**config.mk**
```make
export PLATFORM = sky130hd
export DESIGN_NAME = dirty_row_range_merger_core
export DESIGN_NICKNAME = d
export VERILOG_FILES = /design/src/sv/drm_pkg.sv /design/src/sv/drm_cell.sv /design/src/sv/drm_mark_unit.sv /design/src/sv/dirty_row_range_merger_core.sv
export SDC_FILE = /design/constraint.sdc
export NUM_CORES = 1
export LEC_CHECK = 0
export BUFFER_PORTS_ARGS = -buffer_cell sky130_fd_sc_hd__buf_2
export CORE_UTILIZATION = 40
export CTS_CLUSTER_SIZE = 30
export DETAILED_ROUTE_END_ITERATION = 8
export GPL_TIMING_DRIVEN = 1
export PLACE_DENSITY = 0.63
export SYNTH_ARGS = -nofsm -noshare
export SYNTH_HDL_FRONTEND = slang
export SYNTH_HIERARCHICAL = 1
export SYNTH_SLANG_ARGS = --single-unit
export TNS_END_PERCENT = 1
```
**constraint.sdc**
```tcl
create_clock -name i_clk -period 8.1 [get_ports i_clk]
set_clock_uncertainty 0.1 [all_clocks]
set_input_delay 1.215 -clock i_clk [delete_from_list [all_inputs] [get_ports i_clk]]
set_output_delay 1.215 -clock i_clk [all_outputs]
set_load 0.01 [all_outputs]
```
**src/sv/drm_pkg.sv**
```systemverilog
// ============================================================================
// drm_pkg
// Shared types and constants for the dirty row range merger.
// ============================================================================
package drm_pkg;

    localparam int MAX_RANGES = 16;
    localparam int ROW_BITS   = 12;

    localparam int CMD_W  = 2;
    localparam int ROW_W  = ROW_BITS;
    localparam int CNT_W  = ROW_BITS + 1;
    localparam int POS_W  = ROW_BITS + 1;
    localparam int SUM_W  = POS_W + 1;
    localparam int OCC_W  = $clog2(MAX_RANGES + 1);
    localparam int STAT_W = 2;

    localparam logic [POS_W-1:0] END_LIMIT = {POS_W{1'b1}};

    typedef enum logic [CMD_W-1:0] {
        CMD_MARK  = 2'd0,
        CMD_FLUSH = 2'd1,
        CMD_CLEAR = 2'd2
    } t_cmd;

    typedef enum logic [STAT_W-1:0] {
        ST_OK       = 2'd0,
        ST_OVERFLOW = 2'd1,
        ST_EMPTY    = 2'd2,
        ST_RANGE    = 2'd3
    } t_status;

    typedef struct packed {
        logic [POS_W-1:0] lo;
        logic [POS_W-1:0] hi;
    } t_range;

    typedef struct packed {
        logic shift;
        logic load;
    } t_cell_ctl;

    typedef struct packed {
        logic pop;
        logic push;
        logic done;
        logic overflow;
    } t_mark_step;

    typedef enum logic [1:0] {
        M_BEFORE  = 2'd0,
        M_MERGING = 2'd1,
        M_AFTER   = 2'd2
    } t_mode;

    typedef enum logic [1:0] {
        S_IDLE  = 2'd0,
        S_MARK  = 2'd1,
        S_REPLY = 2'd2,
        S_FLUSH = 2'd3
    } t_state;

endpackage

```
**src/sv/drm_cell.sv**
```systemverilog
// ============================================================================
// drm_cell
// One slot of the range chain: holds one range and shifts toward the head.
// ============================================================================
module drm_cell (
    input  logic               i_clk,
    input  drm_pkg::t_cell_ctl i_ctl,
    input  drm_pkg::t_range    i_right,
    input  drm_pkg::t_range    i_push,
    output drm_pkg::t_range    o_range
);
    import drm_pkg::*;

    t_range r_range;
    t_range n_range;

    // A load from the merge engine wins over the shift from the neighbor.
    always_comb begin
        n_range = r_range;
        if (i_ctl.load) begin
            n_range = i_push;
        end else if (i_ctl.shift) begin
            n_range = i_right;
        end
    end

    always_ff @(posedge i_clk) begin
        r_range <= n_range;
    end

    assign o_range = r_range;

endmodule

```
**src/sv/drm_mark_unit.sv**
```systemverilog
// ============================================================================
// drm_mark_unit
// Merge engine: streams the stored ranges from the chain head and writes the
// updated list back at the tail, one range per cycle unless a new or merged range goes ahead of the head.
// ============================================================================
module drm_mark_unit (
    input  logic                       i_clk,
    input  logic                       i_rst_n,
    input  logic                       i_start,
    input  logic [drm_pkg::POS_W-1:0]  i_first,
    input  logic [drm_pkg::POS_W-1:0]  i_end,
    input  logic [drm_pkg::OCC_W-1:0]  i_count,
    input  drm_pkg::t_range            i_head,
    output drm_pkg::t_mark_step        o_step,
    output drm_pkg::t_range            o_push_data
);
    import drm_pkg::*;

    logic             r_busy, n_busy;
    t_mode            r_mode, n_mode;
    logic [OCC_W-1:0] r_rem,  n_rem;
    t_range           r_cur,  n_cur;
    logic [POS_W-1:0] r_first, n_first;
    logic [POS_W-1:0] r_end,   n_end;
    logic             r_full,  n_full;
    logic             r_ovf,   n_ovf;

    t_mark_step w_step;
    t_range     w_push;
    logic       w_ovf_now;

    always_comb begin
        n_busy    = r_busy;
        n_mode    = r_mode;
        n_rem     = r_rem;
        n_cur     = r_cur;
        n_first   = r_first;
        n_end     = r_end;
        n_full    = r_full;
        n_ovf     = r_ovf;
        w_step    = '0;
        w_push    = i_head;
        w_ovf_now = 1'b0;

        if (i_start) begin
            n_busy  = 1'b1;
            n_mode  = M_BEFORE;
            n_rem   = i_count;
            n_first = i_first;
            n_end   = i_end;
            n_full  = (i_count == OCC_W'(MAX_RANGES));
            n_ovf   = 1'b0;
        end else if (r_busy) begin
            if (r_rem != '0) begin
                case (r_mode)
                    M_BEFORE: begin
                        if (i_head.hi < r_first) begin
                            // Range lies wholly below the new one: copy it.
                            w_step.pop  = 1'b1;
                            w_step.push = 1'b1;
                            if (r_full && (r_rem == OCC_W'(1))) begin
                                // Full table, nothing follows: stretch the last range.
                                w_push.hi      = r_end;
                                w_ovf_now      = 1'b1;
                                w_step.done    = 1'b1;
                                n_busy         = 1'b0;
                            end
                        end else if (r_end < i_head.lo) begin
                            w_step.push = 1'b1;
                            n_mode      = M_AFTER;
                            if (r_full) begin
                                // Full table: the following range absorbs the new one.
                                w_step.pop = 1'b1;
                                w_push.lo  = r_first;
                                w_ovf_now  = 1'b1;
                            end else begin
                                // Insert ahead of the head, which stays for next cycle.
                                w_push = '{lo: r_first, hi: r_end};
                            end
                        end else begin
                            w_step.pop = 1'b1;
                            n_cur.lo   = (i_head.lo < r_first) ? i_head.lo : r_first;
                            n_cur.hi   = (i_head.hi > r_end)   ? i_head.hi : r_end;
                            n_mode     = M_MERGING;
                        end
                    end
                    M_MERGING: begin
                        if (r_cur.hi >= i_head.lo) begin
                            w_step.pop = 1'b1;
                            if (i_head.hi > r_cur.hi) begin
                                n_cur.hi = i_head.hi;
                            end
                        end else begin
                            w_step.push = 1'b1;
                            w_push      = r_cur;
                            n_mode      = M_AFTER;
                        end
                    end
                    M_AFTER: begin
                        w_step.pop  = 1'b1;
                        w_step.push = 1'b1;
                    end
                    default: begin
                        n_mode = M_AFTER;
                    end
                endcase
            end else begin
                // Every stored range has passed; close out the pass.
                case (r_mode)
                    M_BEFORE: begin
                        w_step.push = 1'b1;
                        w_push      = '{lo: r_first, hi: r_end};
                    end
                    M_MERGING: begin
                        w_step.push = 1'b1;
                        w_push      = r_cur;
                    end
                    default: begin
                    end
                endcase
                w_step.done = 1'b1;
                n_busy      = 1'b0;
            end

            if (w_step.pop) begin
                n_rem = r_rem - OCC_W'(1);
            end
            n_ovf = r_ovf | w_ovf_now;
        end

        w_step.overflow = r_ovf | w_ovf_now;
    end

    always_ff @(posedge i_clk) begin
        if (!i_rst_n) begin
            r_busy <= 1'b0;
            r_mode <= M_BEFORE;
            r_rem  <= '0;
            r_ovf  <= 1'b0;
        end else begin
            r_busy <= n_busy;
            r_mode <= n_mode;
            r_rem  <= n_rem;
            r_ovf  <= n_ovf;
        end
    end

    always_ff @(posedge i_clk) begin
        r_cur   <= n_cur;
        r_first <= n_first;
        r_end   <= n_end;
        r_full  <= n_full;
    end

    assign o_step      = w_step;
    assign o_push_data = w_push;

endmodule

```
**src/sv/dirty_row_range_merger_core.sv**
```systemverilog
// ============================================================================
// dirty_row_range_merger_core
// Sorted set of disjoint row ranges with merging mark, flush and clear.
// ============================================================================
// Usage: each input beat carries a command with first_row and row_count.
// A mark inserts [first_row, first_row + row_count) into the set, merging it
// with every stored range that overlaps or touches it, and answers one beat
// with last set and status ok, or overflow when the table was full and the
// new range had to be folded into a neighbor. A flush emits the stored
// ranges in ascending order, one beat each with status range emitted and
// last on the final one, then leaves the set empty; an empty set answers
// one beat with status flush found nothing. A clear empties the set and
// answers nothing; an unknown command is dropped.
// The ranges live in a chain of cells that shifts toward the head; a mark
// streams the chain through the merge engine before its answer is ready,
// and the next beat is taken once that answer sits in the output register.
// A flush sends one beat per cycle while the receiver takes them.
// The block handles one input beat at a time: ready is high only while no
// beat is in progress. When the receiver stalls, the output beat holds and
// the work waits for it. Reset empties the set and drops any pending beat.
module dirty_row_range_merger_core (
    input  logic                        i_clk,
    input  logic                        i_rst_n,
    input  logic                        i_in_valid,
    output logic                        o_in_ready,
    input  logic [drm_pkg::CMD_W-1:0]   i_command,
    input  logic [drm_pkg::ROW_W-1:0]   i_first_row,
    input  logic [drm_pkg::CNT_W-1:0]   i_row_count,
    output logic                        o_out_valid,
    input  logic                        i_out_ready,
    output logic [drm_pkg::POS_W-1:0]   o_range_start,
    output logic [drm_pkg::POS_W-1:0]   o_range_end,
    output logic                        o_last,
    output logic [drm_pkg::STAT_W-1:0]  o_status
);
    import drm_pkg::*;

    t_state           r_state, n_state;
    logic [OCC_W-1:0] r_occ,   n_occ;
    t_status          r_reply, n_reply;

    logic             r_out_valid, n_out_valid;
    logic [POS_W-1:0] r_out_start, n_out_start;
    logic [POS_W-1:0] r_out_end,   n_out_end;
    logic             r_out_last,  n_out_last;
    t_status          r_out_status, n_out_status;

    // Chain wiring.
    t_range     w_cells [MAX_RANGES];
    t_cell_ctl  w_ctl   [MAX_RANGES];
    t_range     w_head;
    t_range     w_push_data;
    t_mark_step w_step;
    logic       w_pop;
    logic       w_flush_pop;
    logic [OCC_W-1:0] w_wr_idx;

    logic             w_accept;
    logic             w_start;
    logic             w_out_free;
    logic             w_out_load;
    logic [SUM_W-1:0] w_sum;
    logic [POS_W-1:0] w_first;
    logic [POS_W-1:0] w_end;

    assign w_accept   = i_in_valid && o_in_ready;
    assign w_out_free = !r_out_valid || i_out_ready;
    assign w_head     = w_cells[0];

    // End row of the marked range, saturated at END_LIMIT, the largest POS_W-bit position.
    assign w_first = POS_W'(i_first_row);
    assign w_sum   = SUM_W'(i_first_row) + SUM_W'(i_row_count);
    assign w_end   = (w_sum > SUM_W'(END_LIMIT)) ? END_LIMIT : w_sum[POS_W-1:0];

    drm_mark_unit u_mark (
        .i_clk       (i_clk),
        .i_rst_n     (i_rst_n),
        .i_start     (w_start),
        .i_first     (w_first),
        .i_end       (w_end),
        .i_count     (r_occ),
        .i_head      (w_head),
        .o_step      (w_step),
        .o_push_data (w_push_data)
    );

    // A pop shifts every cell one place toward the head; a push writes the
    // first free slot, which moves down by one when a pop happens alongside.
    assign w_pop    = w_step.pop || w_flush_pop;
    assign w_wr_idx = w_pop ? (r_occ - OCC_W'(1)) : r_occ;

    for (genvar k = 0; k < MAX_RANGES; k++) begin : g_cell
        t_range w_right;

        if (k == MAX_RANGES - 1) begin : g_tail
            assign w_right = w_push_data;
        end else begin : g_mid
            assign w_right = w_cells[k+1];
        end

        assign w_ctl[k].shift = w_pop;
        assign w_ctl[k].load  = w_step.push && (w_wr_idx == OCC_W'(k));

        drm_cell u_cell (
            .i_clk   (i_clk),
            .i_ctl   (w_ctl[k]),
            .i_right (w_right),
            .i_push  (w_push_data),
            .o_range (w_cells[k])
        );
    end

    // Control sequencer.
    always_comb begin
        n_state      = r_state;
        n_reply      = r_reply;
        w_start      = 1'b0;
        w_flush_pop  = 1'b0;
        w_out_load   = 1'b0;
        n_out_start  = '0;
        n_out_end    = '0;
        n_out_last   = 1'b1;
        n_out_status = r_reply;
        o_in_ready   = (r_state == S_IDLE);

        case (r_state)
            S_IDLE: begin
                if (w_accept) begin
                    case (i_command)
                        CMD_MARK: begin
                            if (i_row_count == '0) begin
                                n_reply = ST_OK;
                                n_state = S_REPLY;
                            end else begin
                                w_start = 1'b1;
                                n_state = S_MARK;
                            end
                        end
                        CMD_FLUSH: begin
                            if (r_occ == '0) begin
                                n_reply = ST_EMPTY;
                                n_state = S_REPLY;
                            end else begin
                                n_state = S_FLUSH;
                            end
                        end
                        default: begin
                        end
                    endcase
                end
            end
            S_MARK: begin
                if (w_step.done) begin
                    n_reply = w_step.overflow ? ST_OVERFLOW : ST_OK;
                    n_state = S_REPLY;
                end
            end
            S_REPLY: begin
                if (w_out_free) begin
                    w_out_load = 1'b1;
                    n_state    = S_IDLE;
                end
            end
            S_FLUSH: begin
                if (w_out_free) begin
                    w_out_load   = 1'b1;
                    w_flush_pop  = 1'b1;
                    n_out_start  = w_head.lo;
                    n_out_end    = w_head.hi;
                    n_out_last   = (r_occ == OCC_W'(1));
                    n_out_status = ST_RANGE;
                    if (r_occ == OCC_W'(1)) begin
                        n_state = S_IDLE;
                    end
                end
            end
            default: begin
                n_state = S_IDLE;
            end
        endcase
    end

    // Occupancy of the chain, which is the number of stored ranges at rest.
    always_comb begin
        n_occ = r_occ;
        if (w_accept && (i_command == CMD_CLEAR)) begin
            n_occ = '0;
        end else if (w_pop && !w_step.push) begin
            n_occ = r_occ - OCC_W'(1);
        end else if (w_step.push && !w_pop) begin
            n_occ = r_occ + OCC_W'(1);
        end
    end

    // Output register: a beat leaves on ready and a new one may load at once.
    always_comb begin
        n_out_valid = r_out_valid;
        if (i_out_ready) begin
            n_out_valid = 1'b0;
        end
        if (w_out_load) begin
            n_out_valid = 1'b1;
        end
    end

    always_ff @(posedge i_clk) begin
        if (!i_rst_n) begin
            r_state     <= S_IDLE;
            r_occ       <= '0;
            r_reply     <= ST_OK;
            r_out_valid <= 1'b0;
        end else begin
            r_state     <= n_state;
            r_occ       <= n_occ;
            r_reply     <= n_reply;
            r_out_valid <= n_out_valid;
        end
    end

    always_ff @(posedge i_clk) begin
        if (w_out_load) begin
            r_out_start  <= n_out_start;
            r_out_end    <= n_out_end;
            r_out_last   <= n_out_last;
            r_out_status <= n_out_status;
        end
    end

    assign o_out_valid   = r_out_valid;
    assign o_range_start = r_out_start;
    assign o_range_end   = r_out_end;
    assign o_last        = r_out_last;
    assign o_status      = r_out_status;

endmodule

```
======== Word-level counts from Yosys, hierarchy flattened ========
Index checks and enable logic that the tools add are counted.
storage, ports and cells
  register bits ........................... 516
  bits in latches ......................... 0
  memory bits (writable) .................. 0
  memory bits (read-only) ................. 0
  output and inout port bits .............. 31
  word-level logic and storage cells ...... 289
  memories kept ........................... 0
operators by class
  add/subtract/negate cells ............... 4
  multiply operators ...................... 0
  divide/modulo/power cells ............... 0
  order comparisons ....................... 7
  eq/ne operators ......................... 38
  shift operators ......................... 0
  muxes and demuxes ....................... 118
  bitwise gates (word level) .............. 7
  reductions and logical operators ........ 66
operators by type and width
  cell                                                                     number
  26-bit two-way mux                                                       37
  13-bit two-way mux                                                       10
  26-bit one-hot mux with 2 select lines                                   2
  2-bit nonzero test                                                       22
  5-bit by 4-bit equality test with 1-bit output (second input constant)   8
  1-bit two-way mux                                                        37
  2-bit two-way mux                                                        17
  5-bit two-way mux                                                        6
  13-bit > comparator                                                      2
  13-bit by 12-bit less-than comparator with 1-bit output                  2
  13-bit one-hot mux with 2 select lines                                   1
  1-bit logical AND                                                        21
  5-bit by 3-bit equality test with 1-bit output (second input constant)   4
  6-bit AND reduction                                                      3
  5-bit by 1-bit equality test with 1-bit output (second input constant)   3
  12-bit by 13-bit adder with 14-bit output                                1
  14-bit by 13-bit > comparator with 1-bit output (second input constant)  1
  13-bit greater-or-equal comparator                                       1
  13-bit logical NOT                                                       1
  13-bit less-than comparator                                              1
  2-bit inequality test (second input constant)                            6
  2-bit one-hot mux with 2 select lines                                    3
  2-bit one-hot mux with 3 select lines                                    2
  5-bit by 2-bit equality test with 1-bit output (second input constant)   2
  21 further kinds                                                         47

======== Depth between registers and ports, before layout ========
Gate-level depths: netlist of the first run.
  word-level depth ........................ 14
  gate-level depth with buffers ........... 17

======== Modules after synthesis ========
The synthesis of the first run kept the hierarchy.
modules (own cells, without submodules)
  module                       times used  cells each  area an instance (sq um)
  drm_cell                     16          56          1202.4
  drm_mark_unit                1           595         5624.1
  dirty_row_range_merger_core  1           299         2678.8

======== Worst setup path after synthesis of the first run ========
No wires, ideal clock.
  path type ............................... input to register
  from .................................... input port i_row_count[1] (netlist bit)
  to ...................................... register g_cell[14].u_cell.r_range, in the netlist g_cell[14].u_cell/o_range[0] (enable)
  library setup time ...................... 384 ps
  arrival time ............................ 5280 ps
  data required time ...................... 7616 ps
  slack ................................... 2336 ps
  cell stages on the path ................. 16
  cell sequence ........................... nor4_1 -> nand4_1 -> and3_1 -> clkbuf_1 -> nor2b_1 -> nand2_1 -> a211oi_1 -> a21oi_4 -> inv_4 -> a31o_1 -> a21oi_1 -> or3_4 -> nor2_1 -> buf_6 -> buf_12 -> or2_1
RTL lines
  what                    line                               text
  start: declaration      dirty_row_range_merger_core.sv:28  input logic [drm_pkg::CNT_W-1:0] i_row_count,
  end signal: assignment  drm_cell.sv:28                     r_range <= n_range;
  end: declaration        drm_cell.sv:14                     t_range r_range;

==> results.sh, run 1 <==
export IMPL_cts_buffers_inserted=53
export IMPL_rsz0062_at_grt="false"
export IMPL_totalWireLength_mm=57.4
export IMPL_die_area_um2=69900
export IMPL_chipWidth_um=264
export IMPL_number_of_global_route_vias_before_repair=15500
export IMPL_dp_final_hpwl_mm=40.4
export IMPL_tightest_slew_ns=1.32
export IMPL_post_drt_via_cell_ratio=5.46
export IMPL_leading_cell_types_in_the_layout_fill_and_taps_excluded="edfxtp_1, mux2_4, mux2_2, ha_1, inv_1"
export IMPL_maxSlewViolCount=0
export IMPL_power_frac_clock=0.410
export IMPL_syn_inst=1790
export IMPL_fin_tns_setup_ns=0
export IMPL_worst_ir_drop_vdd_uv=141
export IMPL_share_of_final_layout_standard_cells_stronger_than_drive_strength_1=0.346
export IMPL_grt_util_all_layers=0.165
export IMPL_yosysSeqAreaShare=0.557
export IMPL_total_leakage_power_nw=11.0
export IMPL_cts_buffer_depth=3
export IMPL_worstSkewPairLatency_ns=0.60
export IMPL_dpl_worst_slack_ns=1.82
export IMPL_y_dimension_of_the_die_um=264
export IMPL_worstPathRequired_ns=8.20
export IMPL_post_synthesis_sequential_element_count=517
export IMPL_tritoncts_clock_tree="done"
export IMPL_drc=0
export IMPL_ant_nets=0
export IMPL_cts_sinks=517
export IMPL_final_period_minus_worst_setup_slack_ns=5.84
export IMPL_reg2reg_from="g_cell[0].u_cell/o_range[19]"
export IMPL_initialDrtViolationCount=1091
export IMPL_via_count=15200
export IMPL_antenna_cells=0
export IMPL_seq_power_share=0.518
export IMPL_worstSetupEndpointType="flip-flop"
export IMPL_combPwrFrac=0.072
export IMPL_synth_flop_cell="edfxtp_1"
export IMPL_grt_start_max_net_pins=37
export IMPL_clock_tree_root_cell="clkbuf_16"
export IMPL_fin_util=0.446
export IMPL_largest_cells_by_area_after_synthesis="edfxtp_1, mux2_4, mux2_2"
export IMPL_synth_largest_area_cell="edfxtp_1"
export IMPL_final_setup_worst_slack_ns=2.26
export IMPL_rows=95
export IMPL_drt_wirelength_per_cell_um=20.7
export IMPL_starting_utilization_of_the_core_area=0.407
export IMPL_synth_net_count=1917
export IMPL_final_cell_area_um2=30200
export IMPL_synth_async_reset_ratio=0
export IMPL_min_path_type="reg2reg"
export IMPL_cap_viol_max_count=0
export IMPL_worst_setup_startpoint="g_cell[0].u_cell/o_range[19]"
export IMPL_critPathKind="reg2reg"
export IMPL_post_cts_resize_count=0
export IMPL_first_drt_pass_iteration_count=5
export IMPL_layout_commonest_cell="edfxtp_1"
export IMPL_worst_hold_start="r_reply[1]"
export IMPL_layout_worst_path_cycle_share=0.721
export IMPL_synthesis_yosys_warnings=6
export IMPL_portBuffers=61
export IMPL_fmax_ghz=0.171
export IMPL_cts_clk_slew_worst_paths_ns=0.07
export IMPL_area_delta_synth_final_pct=9.53
export IMPL_num_io_pins=62
export IMPL_placeableCoreArea_um2=67600
export IMPL_layout_nets=1991
export IMPL_relative_max_transition_margin=0.118
export IMPL_power_share_switching=0.226
export IMPL_wire_length_of_the_first_global_routing_pass_mm=90.4
export IMPL_setup_viol=0
export IMPL_power_internal_w=0.00448
export IMPL_timing_critical_path_fanout_max=27
export IMPL_hold_viol_final=0
export IMPL_outcome="completed"
export IMPL_powerDensity_nw_per_um2=192
export IMPL_synth_top_cell_area_share=0.543
export IMPL_netlist_area_um2=27500
export IMPL_crit_arrival_ns=5.94
export IMPL_cts_setup_buffers=0
export IMPL_grt_overflow=0
export IMPL_grt_antenna_before_repair=1
export IMPL_detailed_place_area_um2=28500
export IMPL_synth_cell_types=85
export IMPL_start_kind="flip-flop"
export IMPL_finalWeightedCongestion=0.894
export IMPL_final_hold_worst_slack_ns=0.356
export IMPL_syn_avg_cell_area_um2=15.4
export IMPL_power_switching_w=0.00131
export IMPL_htreeDepth=2
export IMPL_cts_hold_buf=0
export IMPL_synth_enable_flop_cells=498
final cells by class:
class | instances | area [um2]
clock buffer | 66 | 1400
clock inverter | 29 | 283
fill | 5912 | 37500
inverter | 79 | 299
multi-input combinational | 1110 | 11100
sequential | 517 | 15300
tap | 873 | 1090
timing repair buffer | 103 | 621
metal layers:
metal	up-vias	global-route usage	part of all wire
met2	422	0.275	0.48
met4	2	0.0779	0.047
met1	7562	0.211	0.43
met5	-	0	0.00023
li1	7042	-	-
met3	133	0.0238	0.046
worst max-delay path: stages, from the launching register on:
cell and delay [ns]:
edfxtp_1 0.48, inv_1 0.21, ha_1 0.28, a211oi_2 0.17, nor2_1 0.09, nor4_4 0.30
a31oi_4 0.22, nor2_1 1.04, o21ai_0 0.18, a21oi_1 0.44, inv_1 0.13, or3_4 0.48
nor2_4 0.09, buf_4 0.38, or2_1 0.82
flip-flops by register name (all words and copies together), names as in the netlist:
signal and count:
g_cell.u_cell/o_range 416, o_last 1, o_out_valid 1, o_range_end 13, o_range_start 13, o_status 2
r_occ 5, r_reply 2, r_state 2, u_mark/r_busy 1, u_mark/r_cur 26, u_mark/r_end 13
u_mark/r_first 13, u_mark/r_full 1, u_mark/r_mode 2, u_mark/r_ovf 1, u_mark/r_rem 5
per-stage QoR:
stage	total power (W)	std cells
final	0.00579	2777
after floorplan	0.00332	1790
after global routing	0.00600	2777
after CTS	0.00586	2777
after detailed placement	0.00347	2682
after global placement	0.00346	2682
power groups by stage:
| stage | Sequential (W) | Combinational [W] | Clock (W) |
|---|---|---|---|
| finish | 0.00300 | 0.000417 | 0.00237 |
| detailed placement | 0.00306 | 0.000415 | 0 |
| floorplan | 0.00304 | 0.000276 | 0 |
| global route | 0.00300 | 0.000454 | 0.00254 |
| CTS | 0.00300 | 0.000417 | 0.00244 |
| global placement | 0.00306 | 0.000404 | 0 |
cells in the mapped netlist, drive strengths merged, types with 8 or more instances:
master	number
nor2	69
a22o	14
a2111oi	15
o21ai	41
dfxtp	19
ha	95
and3	27
o22ai	11
inv	79
a21oi	64
buf	61
nor3	22
a221o	8
mux2	429
edfxtp	498
mux2i	28
nand2b	8
a21o	21
nand3	16
and2	9
a21boi	11
clkbuf	23
o21a	13
a211oi	18
or2	20
nand4	9
nor2b	14
xnor2	10
nand2	55
path summary, 6_finish.rpt:
kind | end | slack (ns) | depth (start not counted)
setup / recovery | g_cell[6].u_cell/o_range[16] | 2.26 | 14
hold / removal | r_reply[1] | 0.36 | 2
setup reg to reg | g_cell[6].u_cell/o_range[16] | 2.26 | 14
hold reg to reg | r_reply[1] | 0.36 | 2
cells by family (layout without fill, tap and decap cells):
| logic type | count (synthesis) | count (layout) | synth area share |
|---|---|---|---|
| AO/OA/AOI/OAI | 271 | 271 | 0.0706 |
| multiplexers | 457 | 457 | 0.227 |
| buffers and inverters | 163 | 277 | 0.0464 |
| adder cells (fa/ha/maj) | 96 | 96 | 0.0439 |
| flip-flops | 517 | 517 | 0.557 |
| XOR/XNOR | 14 | 14 | 0.00445 |
| AND/OR/NAND/NOR | 271 | 271 | 0.0507 |
| other | 1 | 1 | 0.000136 |
No activity file was read; power rests on OpenSTA's default activity.
==> run 2: changes to the inputs <==
Clock period 8.1 ns to 6.1 ns, I/O delays scaled along.
==> results.sh, run 2 (synthesized netlist as in run 1, its figures left out) <==
export IMPL_relative_max_transition_margin=0.103
export IMPL_start_kind="flip-flop"
export IMPL_via_count=15200
export IMPL_wire_length_of_the_first_global_routing_pass_mm=92.9
export IMPL_post_drt_via_cell_ratio=5.44
export IMPL_grt_antenna_before_repair=0
export IMPL_tightest_slew_ns=1.34
export IMPL_clock_tree_root_cell="clkbuf_16"
export IMPL_final_hold_worst_slack_ns=0.352
export IMPL_cts_setup_buffers=0
export IMPL_area_delta_synth_final_pct=11.0
export IMPL_grt_util_all_layers=0.170
export IMPL_grt_overflow=0
export IMPL_timing_critical_path_fanout_max=26
export IMPL_chipWidth_um=264
export IMPL_number_of_global_route_vias_before_repair=15700
export IMPL_power_share_switching=0.228
export IMPL_first_drt_pass_iteration_count=5
export IMPL_grt_start_max_net_pins=36
export IMPL_leading_cell_types_in_the_layout_fill_and_taps_excluded="edfxtp_1, mux2_4, mux2_2, ha_1, inv_1"
export IMPL_share_of_final_layout_standard_cells_stronger_than_drive_strength_1=0.351
export IMPL_number_of_flip_flops_in_the_largest_register=416
export IMPL_power_frac_clock=0.429
export IMPL_cts_clk_slew_worst_paths_ns=0.06
export IMPL_final_setup_worst_slack_ns=0.961
export IMPL_layout_worst_path_cycle_share=0.842
export IMPL_cap_viol_max_count=0
export IMPL_maxSlewViolCount=0
export IMPL_worst_ir_drop_vdd_uv=190
export IMPL_power_internal_w=0.00615
export IMPL_seq_power_share=0.500
export IMPL_crit_arrival_ns=5.26
export IMPL_total_leakage_power_nw=11.2
export IMPL_worstSetupEndpointType="flip-flop"
export IMPL_critPathKind="reg2reg"
export IMPL_dpl_worst_slack_ns=0.995
export IMPL_rsz0062_at_grt="false"
export IMPL_cts_hold_buf=0
export IMPL_combPwrFrac=0.072
export IMPL_fmax_ghz=0.195
export IMPL_cts_sinks=517
export IMPL_fin_tns_setup_ns=0
export IMPL_layout_nets=2006
export IMPL_drt_wirelength_per_cell_um=21.1
export IMPL_finalWeightedCongestion=0.950
export IMPL_layout_commonest_cell="edfxtp_1"
export IMPL_drc=0
export IMPL_die_area_um2=69900
export IMPL_fin_cells=2798
export IMPL_placeableCoreArea_um2=67600
export IMPL_worstPathRequired_ns=6.23
export IMPL_final_period_minus_worst_setup_slack_ns=5.14
export IMPL_power_w=0.00797
export IMPL_power_switching_w=0.00181
export IMPL_totalWireLength_mm=59.2
export IMPL_min_path_type="reg2reg"
export IMPL_place_inst=2693
export IMPL_htreeDepth=2
export IMPL_dp_final_hpwl_mm=42.8
export IMPL_setup_viol=0
export IMPL_cts_buffers_inserted=55
export IMPL_y_dimension_of_the_die_um=264
export IMPL_powerDensity_nw_per_um2=261
export IMPL_rows=95
export IMPL_initialDrtViolationCount=959
export IMPL_num_io_pins=62
export IMPL_worstSkewPairLatency_ns=0.63
export IMPL_outcome="completed"
export IMPL_cts_buffer_depth=3
export IMPL_post_cts_resize_count=0
export IMPL_ant_nets=0
export IMPL_portBuffers=61
export IMPL_tritoncts_clock_tree="done"
export IMPL_hold_viol_final=0
export IMPL_starting_utilization_of_the_core_area=0.407
-- run 2: cell types whose count changed in the layout (fill, tap and decap cells not counted), sizes merged --
cell / change
clkinv: +8
diode: +1
bufinv: +4
clkinvlp: +2
clkbuf: -2
inv: -3
buf: +11
-- run 2: cell type report --
class	instances	area (um2)
Fill cell	5854	37100
Sequential cell	517	15300
Multi-Input combinational cell	1110	11100
Clock buffer	62	1400
Tap cell	873	1090
Timing Repair Buffer	116	881
Clock inverter	40	464
Inverter	79	299
Antenna cell	1	2.50
-- run 2: metal layers --
metal,part of all wire,GRT usage,up-vias
met2,0.49,0.292,366
met3,0.040,0.0230,126
met1,0.42,0.209,7648
met4,0.050,0.0834,0
met5,0,0,-
li1,-,-,7078
-- run 2: critical path: stages, from the launching register on --
cell and delay [ns]:
edfxtp_1 0.48, inv_1 0.21, ha_1 0.34, nand2_1 0.05
o21ai_0 0.31, nand4_1 0.21, a31oi_4 0.37, a21oi_1 0.12
a211oi_1 0.35, buf_4 0.22, a21oi_4 0.06, inv_4 0.22
a31o_1 0.18, a21oi_1 0.07, nand3b_1 0.38, nor2_2 0.22
or2_1 0.83
-- run 2: final timing paths --
| check | start | to | slack (ns) | cells after the start |
|---|---|---|---|---|
| max | g_cell[0].u_cell/o_range[15] | g_cell[3].u_cell/o_range[8] | 0.96 | 16 |
| min | r_reply[1] | r_reply[1] | 0.35 | 2 |
| max reg2reg | g_cell[0].u_cell/o_range[15] | g_cell[3].u_cell/o_range[8] | 0.96 | 16 |
| min reg2reg | r_reply[1] | r_reply[1] | 0.35 | 2 |
-- run 2: power groups by stage --
stage	combinational (W)	clock [W]	sequential (W)
2_1_floorplan	0.000367	0	0.00404
4_1_cts	0.000567	0.00351	0.00398
6_report	0.000571	0.00341	0.00398
5_1_grt	0.000619	0.00364	0.00398
3_5_place_dp	0.000564	0	0.00405
3_3_place_gp	0.000558	0	0.00405
-- run 2: metrics by stage --
| stage | utilization | instance area, um2 |
|---|---|---|
| finish | 0.452 | 30600 |
| global route | 0.452 | 30600 |
| CTS | 0.451 | 30500 |
| detailed placement | 0.424 | 28700 |
| global placement | 0.424 | 28700 |
| floorplan | - | 27500 |
